==> src/design/ceq_div.sv <==
// Restoring divider, one quotient bit per cycle; gives the remainder.
module ceq_div #(
	parameter int NW = 24,
	parameter int DW = 11
) (
	input  logic          clk,
	input  logic          arst_n,
	input  logic          start,
	input  logic [NW-1:0] num,
	input  logic [DW-1:0] den,
	output logic          done,
	output logic [DW-1:0] rem
);

	localparam int CW = $clog2(NW + 1);

	logic          busy_q;
	logic          done_q;
	logic [CW-1:0] cnt_q;
	logic [NW-1:0] quo_q;
	logic [DW-1:0] rem_q;
	logic [DW-1:0] den_q;
	logic [DW:0]   trial;
	logic          ge;

	assign trial = {rem_q, quo_q[NW-1]};
	assign ge    = trial >= {1'b0, den_q};

	always_ff @(posedge clk or negedge arst_n) begin
		if (!arst_n) begin
			busy_q <= 1'b0;
			done_q <= 1'b0;
			cnt_q  <= '0;
		end else if (start) begin
			busy_q <= 1'b1;
			done_q <= 1'b0;
			cnt_q  <= '0;
		end else if (busy_q) begin
			cnt_q <= cnt_q + CW'(1);
			if (cnt_q == CW'(NW - 1)) begin
				busy_q <= 1'b0;
				done_q <= 1'b1;
			end
		end
	end

	always_ff @(posedge clk) begin
		if (start) begin
			quo_q <= num;
			rem_q <= '0;
			den_q <= den;
		end else if (busy_q) begin
			quo_q <= {quo_q[NW-2:0], ge};
			rem_q <= ge ? DW'(trial - {1'b0, den_q}) : trial[DW-1:0];
		end
	end

	assign done = done_q;
	assign rem  = rem_q;

endmodule

==> config.mk <==
export PLATFORM = sky130hd
export DESIGN_NAME = ceq_div
export DESIGN_NICKNAME = d
export VERILOG_FILES = /design/src/design/ceq_div.sv
export SDC_FILE = /design/constraint.sdc
export NUM_CORES = 1
export LEC_CHECK = 0
export ABC_AREA = 1
export BUFFER_PORTS_ARGS = -buffer_cell sky130_fd_sc_hd__buf_2
export CAP_MARGIN = 40
export CORE_AREA = 2 2 80 82
export CTS_CLUSTER_DIAMETER = 120
export DETAILED_ROUTE_END_ITERATION = 16
export DIE_AREA = 0 0 82 84
export PLACE_DENSITY = 0.72
export SYNTH_ARGS = -nofsm -noshare
export SYNTH_HDL_FRONTEND = slang
export SYNTH_SLANG_ARGS = --single-unit
==> constraint.sdc <==
create_clock -name clk -period 1.7 [get_ports clk]
set_input_delay 0.17 -clock clk [delete_from_list [all_inputs] [get_ports clk]]
set_output_delay 0.17 -clock clk [all_outputs]
set_load 0.01 [all_outputs]
# Yosys cells after proc, flatten, opt, wreduce, memory -nomap -nowiden
# Cells that the tools add are included.
[totals]
in_bits = 38
regBits = 53
elab_cells = 24
output_inout_bits = 12
[op_classes]
mux = 11
n_lt_le_gt_ge = 1
n_reduce_logical = 3
n_addsub = 2
n_eq_ne = 1
[op_table]
columns = ["operator", "count"]
rows = [
  ["$mux 24", 2],
  ["$ge 12x11->1", 1],
  ["$mux 11", 1],
  ["$sub 11x11->11", 1],
  ["$mux 5", 2],
  ["$mux 1", 6],
  ["$add 5x1->5 const B", 1],
  ["$eq 5x5->1 const B", 1],
  ["$reduce_bool 2->1", 2],
  ["$reduce_and 2->1", 1],
]

# Longest topological paths before layout
# Gate-level depths: netlist of run 1.
[depth]
word_depth = 4
depth_mapped = 12

# Worst setup path after synthesis of run 1
# No wires, ideal clock.
[synth_path]
kind = "register -> register"
startpoint = "register quo_q[23]"
endpoint = "register rem_q[6], in the netlist rem[6]"
required_ns = 1.587
setup_time_ns = 0.113
synth_period_minus_slack_ns = 1.802
arrival_ns = 1.689
n_path_buf = 1
path_stages_with_launch = 13
path_slack_ns = -0.102
cell_sequence = "edfxtp_1 -> inv_1 -> ha_1 -> fa_1 -> inv_1 -> nand3_1 -> nand3_1 -> nand2_2 -> nand4_4 -> buf_12 -> nand3_2 -> nand3_1 -> nand2_1"
[synth_between]
elab_chain_cells = 2
[synth_rtl]
columns = ["element", "line", "text"]
rows = [
  ["from (decl)", "20", "logic [NW-1:0] quo_q;"],
  ["from (signal assigned)", "49", "quo_q <= num;"],
  ["from (signal assigned)", "53", "quo_q <= {quo_q[NW-2:0], ge};"],
  ["$sub 11x11->11 or $ge 12x11->1 (tied branches)", "54, 27", ""],
  ["$mux 11 (*)", "54", "rem_q <= ge ? DW'(trial - {1'b0, den_q}) : trial[DW-1:0];"],
  ["to (signal assigned)", "54", ""],
  ["to (decl)", "21", "logic [DW-1:0] rem_q;"],
]
# Every way passes the cells marked *; elsewhere a longest branch is shown, timed or not.
# A chain may end at the register's enable or synchronous reset.

# Worst setup path after layout of run 1
[layout_path]
startpoint = "register den_q[0]"
endpoint = "register rem_q[9], in the netlist rem[9]"
[layout_between]
elab_chain_cells = 2
[layout_rtl]
columns = ["element", "line", "text"]
rows = [
  ["from (decl)", "22", "logic [DW-1:0] den_q;"],
  ["from (signal assigned)", "51", "den_q <= den;"],
  ["$sub 11x11->11 or $ge 12x11->1 (tied branches)", "54, 27", ""],
  ["$mux 11 (*)", "54", ""],
]
# Marks and branches as above.

==> results of run 1 <==
## through the flow
| step | worst slack (ns) | area [µm²] | hold WS [ns] | total power [mW] | instances |
|---|---|---|---|---|---|
| final | -0.04548 | 3660 | 0.03379 | 4.734 | 511 |
| after global routing | -0.1655 | 3660 | 0.02056 | 5.075 | 511 |
| after CTS | -0.1083 | 3626 | 0.02371 | 4.703 | 510 |
| after detailed placement | -0.08140 | 3460 | 0.008719 | 3.734 | 500 |
| after global placement | -0.01521 | 3460 | 0.009055 | 3.686 | 500 |
| after floorplan | 0.001510 | 2988 | -0.1256 | 3.064 | 361 |
## power breakdown
| part | switching, mW | total, mW | internal, mW |
|---|---|---|---|
| combinational | 1.20 | 2.16 | 0.961 |
| clock | 0.410 | 0.891 | 0.481 |
| sequential | 0.110 | 1.68 | 1.57 |
| total | 1.72 | 4.73 | 3.01 |
## timing repair
| action | 4_1_cts | 5_1_grt |
|---|---|---|
| hold endpoints to repair | 7 | 0 |
| gates resized for setup | 6 | 5 |
| gates cloned | 0 | 1 |
| pin swaps | 4 | 4 |
| setup endpoints to repair | 12 | 12 |
| hold buffers | 1 | 0 |
| buffers inserted | 1 | 0 |
## final timing paths
| check | from | endpoint | slack, ns | depth (start not counted) |
|---|---|---|---|---|
| setup / recovery | den_q[0]$_DFFE_PP_ | rem[9]$_SDFFE_PP0P_ | -0.05 | 11 |
| hold / removal | den[8] | den_q[8]$_DFFE_PP_ | 0.03 | 1 |
| setup reg to reg | den_q[0]$_DFFE_PP_ | rem[9]$_SDFFE_PP0P_ | -0.05 | 11 |
| hold reg to reg | rem[10]$_SDFFE_PP0P_ | rem[10]$_SDFFE_PP0P_ | 0.49 | 2 |
| max in group asynchronous | arst_n | cnt_q[0]$_DFFE_PN0P_ | 1.31 | 2 |
| min in group asynchronous | arst_n | cnt_q[2]$_DFFE_PN0P_ | 0.24 | 2 |
## worst max-delay path, stage by stage, from the launching register on
cell,delay [ns]
edfxtp_1,0.38
ha_2,0.19
fa_2,0.35
inv_2,0.07
nand3_2,0.06
nand3_2,0.08
nand2_2,0.07
nand4_4,0.13
buf_12,0.14
nand3_2,0.07
nand3_2,0.06
nand2_1,0.05
## state kept, by name, indices dropped and copies added (netlist names)
signal  flops
quo_q      24
den_q      11
rem        11
cnt_q       5
busy_q      1
done        1
## cells in the mapped netlist
library cell,count
or2_0,1
a21oi_2,1
xor2_1,1
nor4_1,2
clkbuf_4,1
buf_12,1
buf_4,1
fa_1,1
and2_4,1
a21oi_1,5
inv_2,3
inv_1,48
nor2_4,1
nand2_1,139
dfxtp_1,11
nor3_1,5
buf_2,2
nor2_1,13
buf_6,1
nand3_1,25
nand4_4,1
nor2_2,2
buf_1,2
a22o_1,2
nand3_2,5
edfxtp_1,35
nand4_1,14
clkbuf_1,3
xnor2_1,2
a31oi_1,1
dfrtp_1,7
ha_1,12
nand2_2,12
## per-layer routing
metal / global-route usage [%] / vias up / routed length (µm)
met5: 0 / - / 0
met4: 6.061 / 0 / 80
met3: 3.680 / 6 / 302
met2: 32.89 / 61 / 3173
met1: 26.70 / 1174 / 2843
li1: - / 1303 / -
## logic make-up (layout without fill, tap and decap cells)
group	after synthesis	in the layout	synth area share, %
AND/OR/NAND/NOR	221	222	33.84
buffers and inverters	62	134	8.965
flip-flops	53	53	48.65
adder cells (fa/ha/maj)	13	13	5.724
AO/OA/AOI/OAI	9	9	1.936
XOR/XNOR	3	3	0.8840
## cell type report
cell class	instances	area, µm²	area share, %
clock inverter	1	30.03	0.8205
inverter	51	191.4	5.231
tap	77	96.34	2.632
clock buffer	7	86.33	2.359
multi-input combinational	247	1341	36.65
timing repair buffer	75	467.9	12.79
sequential	53	1446	39.52
==> results.py, run 1 <==
metrics = {
    "sta": {
        "rsz0062_at_grt": "yes",
        "fin_tns_setup_ns": -0.3143,
        "setup_slack_ns": -0.04548,
        "finalCritPeriodShare_pct": 102.7,
        "hold_viol": 0,
        "worst-slew-pin-transition_ns": 0.4252,
        "setup-violations-final": 10,
        "relSlewSlack_pct": 71.39,
        "finClkSkew_ns": 0.01249,
        "min_period_ns": 1.745,
        "max_freq_ghz": 0.5729,
        "final_max_slew_viol_count": 0,
    },
    "worst_setup_path": {
        "critPathKind": "reg2reg",
        "critical_path_arrival_ns": 1.96,
        "crit_path_end_kind": "flip-flop",
        "worstPathMaxFanout": 5,
        "required_ns": 1.91,
        "setup.worst_path.start_class": "flip-flop",
    },
    "floorplan": {
        "die_w_um": 82,
        "rows": 29,
        "io_pins": 50,
        "start_util_pct": 48.77,
        "design.die.area_um2": 6888,
        "core_area_um2": 6096,
        "die_h_um": 84,
    },
    "clock_network": {
        "clkTransAtPathRegs_ns": 0.10,
        "clk_path_buf_depth": 2,
        "clock_sinks": 53,
        "worstSkewPairLatency_ns": 0.30,
        "htree_levels": 2,
        "cts_tree": "built",
        "numCtsBuffers": 5,
        "root_buffer": "clkbuf_8",
    },
    "run_status": {
        "status": "finished, violations left",
        "violations": "setup timing",
    },
    "power_and_ir_drop": {
        "p_per_area_nw_per_um2": 1294,
        "peakVddDrop_mv": 0.5025,
        "leakage_nw": 1.874,
    },
    "detailed_routing": {
        "antenna_left": 0,
        "wl_um": 6399,
        "drc": 0,
        "dr.pass1.iters": 4,
        "wl_per_cell_um": 12.52,
        "vias": 2544,
        "drt_first_iter_violations": 108,
        "routed_via_density": 4.978,
    },
    "synthesis": {
        "syn_area_per_cell_um2": 8.235,
        "synth_nets": 412,
        "synth_seq_cells": 53,
        "synthCells": 361,
        "yosys_warnings": 0,
        "synth_area_leaders": "edfxtp_1, nand2_1, dfxtp_1",
        "synth.cell_area_um2": 2973,
        "yosys.area.top_type": "edfxtp_1",
        "synth_top_area_share_pct": 35.35,
        "ys_seq_area_share_pct": 48.65,
        "synth.distinct_cells": 33,
    },
    "global_routing": {
        "grt_pass1_wl_um": 10770,
        "antenna_found_initial": 0,
        "grt_overflow": 0,
        "grt_max_degree": 30,
        "grt_pass1_vias": 2485,
        "grt_usage_pct": 20.05,
    },
    "cells_and_area": {
        "fill_cells": 566,
        "final_common_cell": "nand2_1",
        "fin_util_pct": 60.04,
        "final_cell_mix": "nand2_1, buf_2, inv_1",
        "drive_gt1_share_pct": 28.11,
        "nets": 484,
        "antenna_cells": 0,
        "syn_to_final_growth_pct": 23.11,
    },
    "placed_design": {
        "gp_congestion": 0.9136,
        "io_buffers": 49,
        "dp_hpwl_um": 4678,
    },
    "flow_run": {
        "maxCapViolCount": 0,
    },
    "min_path": {
        "hold_class": "in2reg",
    },
}
No activity file was read; power rests on OpenSTA's default activity.
==> run 2: changes to the inputs <==
--- a/config.mk
+++ b/config.mk
@@ -8,11 +8,11 @@
 export ABC_AREA = 1
 export BUFFER_PORTS_ARGS = -buffer_cell sky130_fd_sc_hd__buf_2
 export CAP_MARGIN = 40
-export CORE_AREA = 2 2 80 82
+export CORE_AREA = 2 2 101 103
 export CTS_CLUSTER_DIAMETER = 120
 export DETAILED_ROUTE_END_ITERATION = 16
-export DIE_AREA = 0 0 82 84
-export PLACE_DENSITY = 0.72
+export DIE_AREA = 0 0 103 105
+export PLACE_DENSITY = 0.48
 export SYNTH_ARGS = -nofsm -noshare
 export SYNTH_HDL_FRONTEND = slang
 export SYNTH_SLANG_ARGS = --single-unit
==> results.py, run 2 (synthesis gave the netlist of run 1 again) <==
metrics = {
    "min_path": {
        "hold_depth": 1,
        "hold_class": "in2reg",
    },
    "cells_and_area": {
        "antenna_cells": 0,
        "final_cells": 578,
        "syn_to_final_growth_pct": 27.36,
        "fill_cells": 1055,
        "drive_gt1_share_pct": 29.66,
        "multiInputGateArea_um2": 1330,
        "final_cell_mix": "nand2_1, buf_2, inv_1",
        "nets": 495,
        "seq_area_um2": 1446,
        "largest_register_ffs": 24,
        "top_register": "quo_q",
        "final_common_cell": "nand2_1",
    },
    "floorplan": {
        "core_area_um2": 9639,
        "rows": 36,
        "design.die.area_um2": 10820,
        "die_h_um": 105,
        "io_pins": 50,
        "die_w_um": 103,
        "start_util_pct": 30.84,
    },
    "detailed_routing": {
        "drc": 0,
        "vias": 2491,
        "wl_per_cell_um": 11.89,
        "dr.pass1.iters": 4,
        "wl_um": 6874,
        "antenna_left": 0,
        "drt_first_iter_violations": 79,
        "routed_via_density": 4.310,
    },
    "worst_setup_path": {
        "crit_path_end_kind": "flip-flop",
        "critPathKind": "reg2reg",
        "critical_path_arrival_ns": 2.03,
        "required_ns": 1.92,
        "r2r_slack_ns": -0.11,
        "setup.worst_path.start_class": "flip-flop",
        "r2r_cells": 11,
        "worstPathMaxFanout": 8,
    },
    "global_routing": {
        "antenna_found_initial": 0,
        "grt_overflow": 0,
        "grt_pass1_vias": 2518,
        "grt_max_degree": 30,
        "grt_pass1_wl_um": 11720,
        "grt_usage_pct": 13.69,
    },
    "placed_design": {
        "gp_congestion": 0.8781,
        "io_buffers": 49,
        "dp_hpwl_um": 5143,
        "placed_cells": 568,
    },
    "power_and_ir_drop": {
        "peakVddDrop_mv": 0.4506,
        "leakage_nw": 1.937,
        "p_per_area_nw_per_um2": 1242,
    },
    "sta": {
        "hold_viol": 0,
        "setup_slack_ns": -0.1132,
        "finalCritPeriodShare_pct": 106.7,
        "min_period_ns": 1.813,
        "setup-violations-final": 12,
        "final_max_slew_viol_count": 0,
        "worst_hold_slack_ns": 0.02204,
        "max_freq_ghz": 0.5515,
        "worst-slew-pin-transition_ns": 0.4083,
        "finClkSkew_ns": 0.008532,
        "relSlewSlack_pct": 72.53,
        "rsz0062_at_grt": "yes",
    },
    "clock_network": {
        "worstSkewPairLatency_ns": 0.31,
        "root_buffer": "clkbuf_8",
        "htree_levels": 2,
        "clkTransAtPathRegs_ns": 0.11,
        "cts_tree": "built",
        "clock_sinks": 53,
        "numCtsBuffers": 5,
        "clk_path_buf_depth": 2,
    },
    "flow_run": {
        "maxCapViolCount": 0,
    },
    "run_status": {
        "status": "finished, violations left",
        "violations": "setup timing",
    },
}
==> run 2: changes by cell type in the layout (fill, tap and decap cells not counted), sizes merged <==
cell    before  now
buf         74   86
clkinv       0    3
clkbuf       7    5
and2         2    1
bufinv       1    0
==> run 2: stage by stage <==
step                      power (mW)  TNS (ns)  setup WS [ns]  util (%)  area [µm²]
after floorplan                3.064         0       0.001510         -        2988
final                          4.701   -0.9403        -0.1132     39.28        3786
after global placement         3.851   -0.6423       -0.08315     37.42        3607
after detailed placement       3.867   -0.8715        -0.1074     37.42        3607
after CTS                      4.717    -1.075        -0.1190     38.90        3750
after global routing           5.111    -2.385        -0.2353     39.28        3786
==> run 2: where the power goes <==
part / internal [mW] / total (mW) / switching [mW] / leakage, nW
logic: 1.04 / 2.24 / 1.20 / 1.33
clock network: 0.309 / 0.797 / 0.488 / 0.0511
registers: 1.57 / 1.66 / 0.0914 / 0.553
==> run 2: routing by layer <==
metal  routed length [µm]  GRT usage [%]
met1                 3358          18.79
met3                  238          1.940
met4                   65          3.102
met5                    0              0
met2                 3211          22.63
==> run 2: path summary, 6_finish.rpt <==
kind                                           start              endpoint
max in group asynchronous                     arst_n      busy_q$_DFF_PN0_
worst min-delay path                          den[2]    den_q[2]$_DFFE_PP_
worst min register to register  rem[10]$_SDFFE_PP0P_  rem[10]$_SDFFE_PP0P_
worst max register to register    den_q[0]$_DFFE_PP_   rem[6]$_SDFFE_PP0P_
worst max-delay path              den_q[0]$_DFFE_PP_   rem[6]$_SDFFE_PP0P_
min in group asynchronous                     arst_n  cnt_q[0]$_DFFE_PN0P_
==> run 2: final cells by class <==
cell class | instances | share of cell area [%]
clock buffer | 5 | 1.818
multi-input combinational | 246 | 35.13
timing repair buffer | 87 | 14.51
clock inverter | 3 | 0.8923
tap | 133 | 4.395
inverter | 51 | 5.056
sequential | 53 | 38.20
==> run 2: worst max-delay path, cell delays in order, from the launching register on <==
cell	delay, ns
edfxtp_1	0.39
ha_2	0.22
fa_2	0.37
inv_2	0.07
nand3_2	0.08
nand3_4	0.08
nand2_4	0.06
nand4_4	0.15
buf_12	0.14
nand3_2	0.06
nand3_2	0.06
nand2_1	0.05
==> run 2: repair_timing <==
item,in CTS,in global routing
hold endpoints to repair,7,0
setup buffers,1,0
gates cloned,0,0
gates resized for setup,3,7
setup endpoints to repair,12,12
pin swaps,1,1
hold buffers,1,0
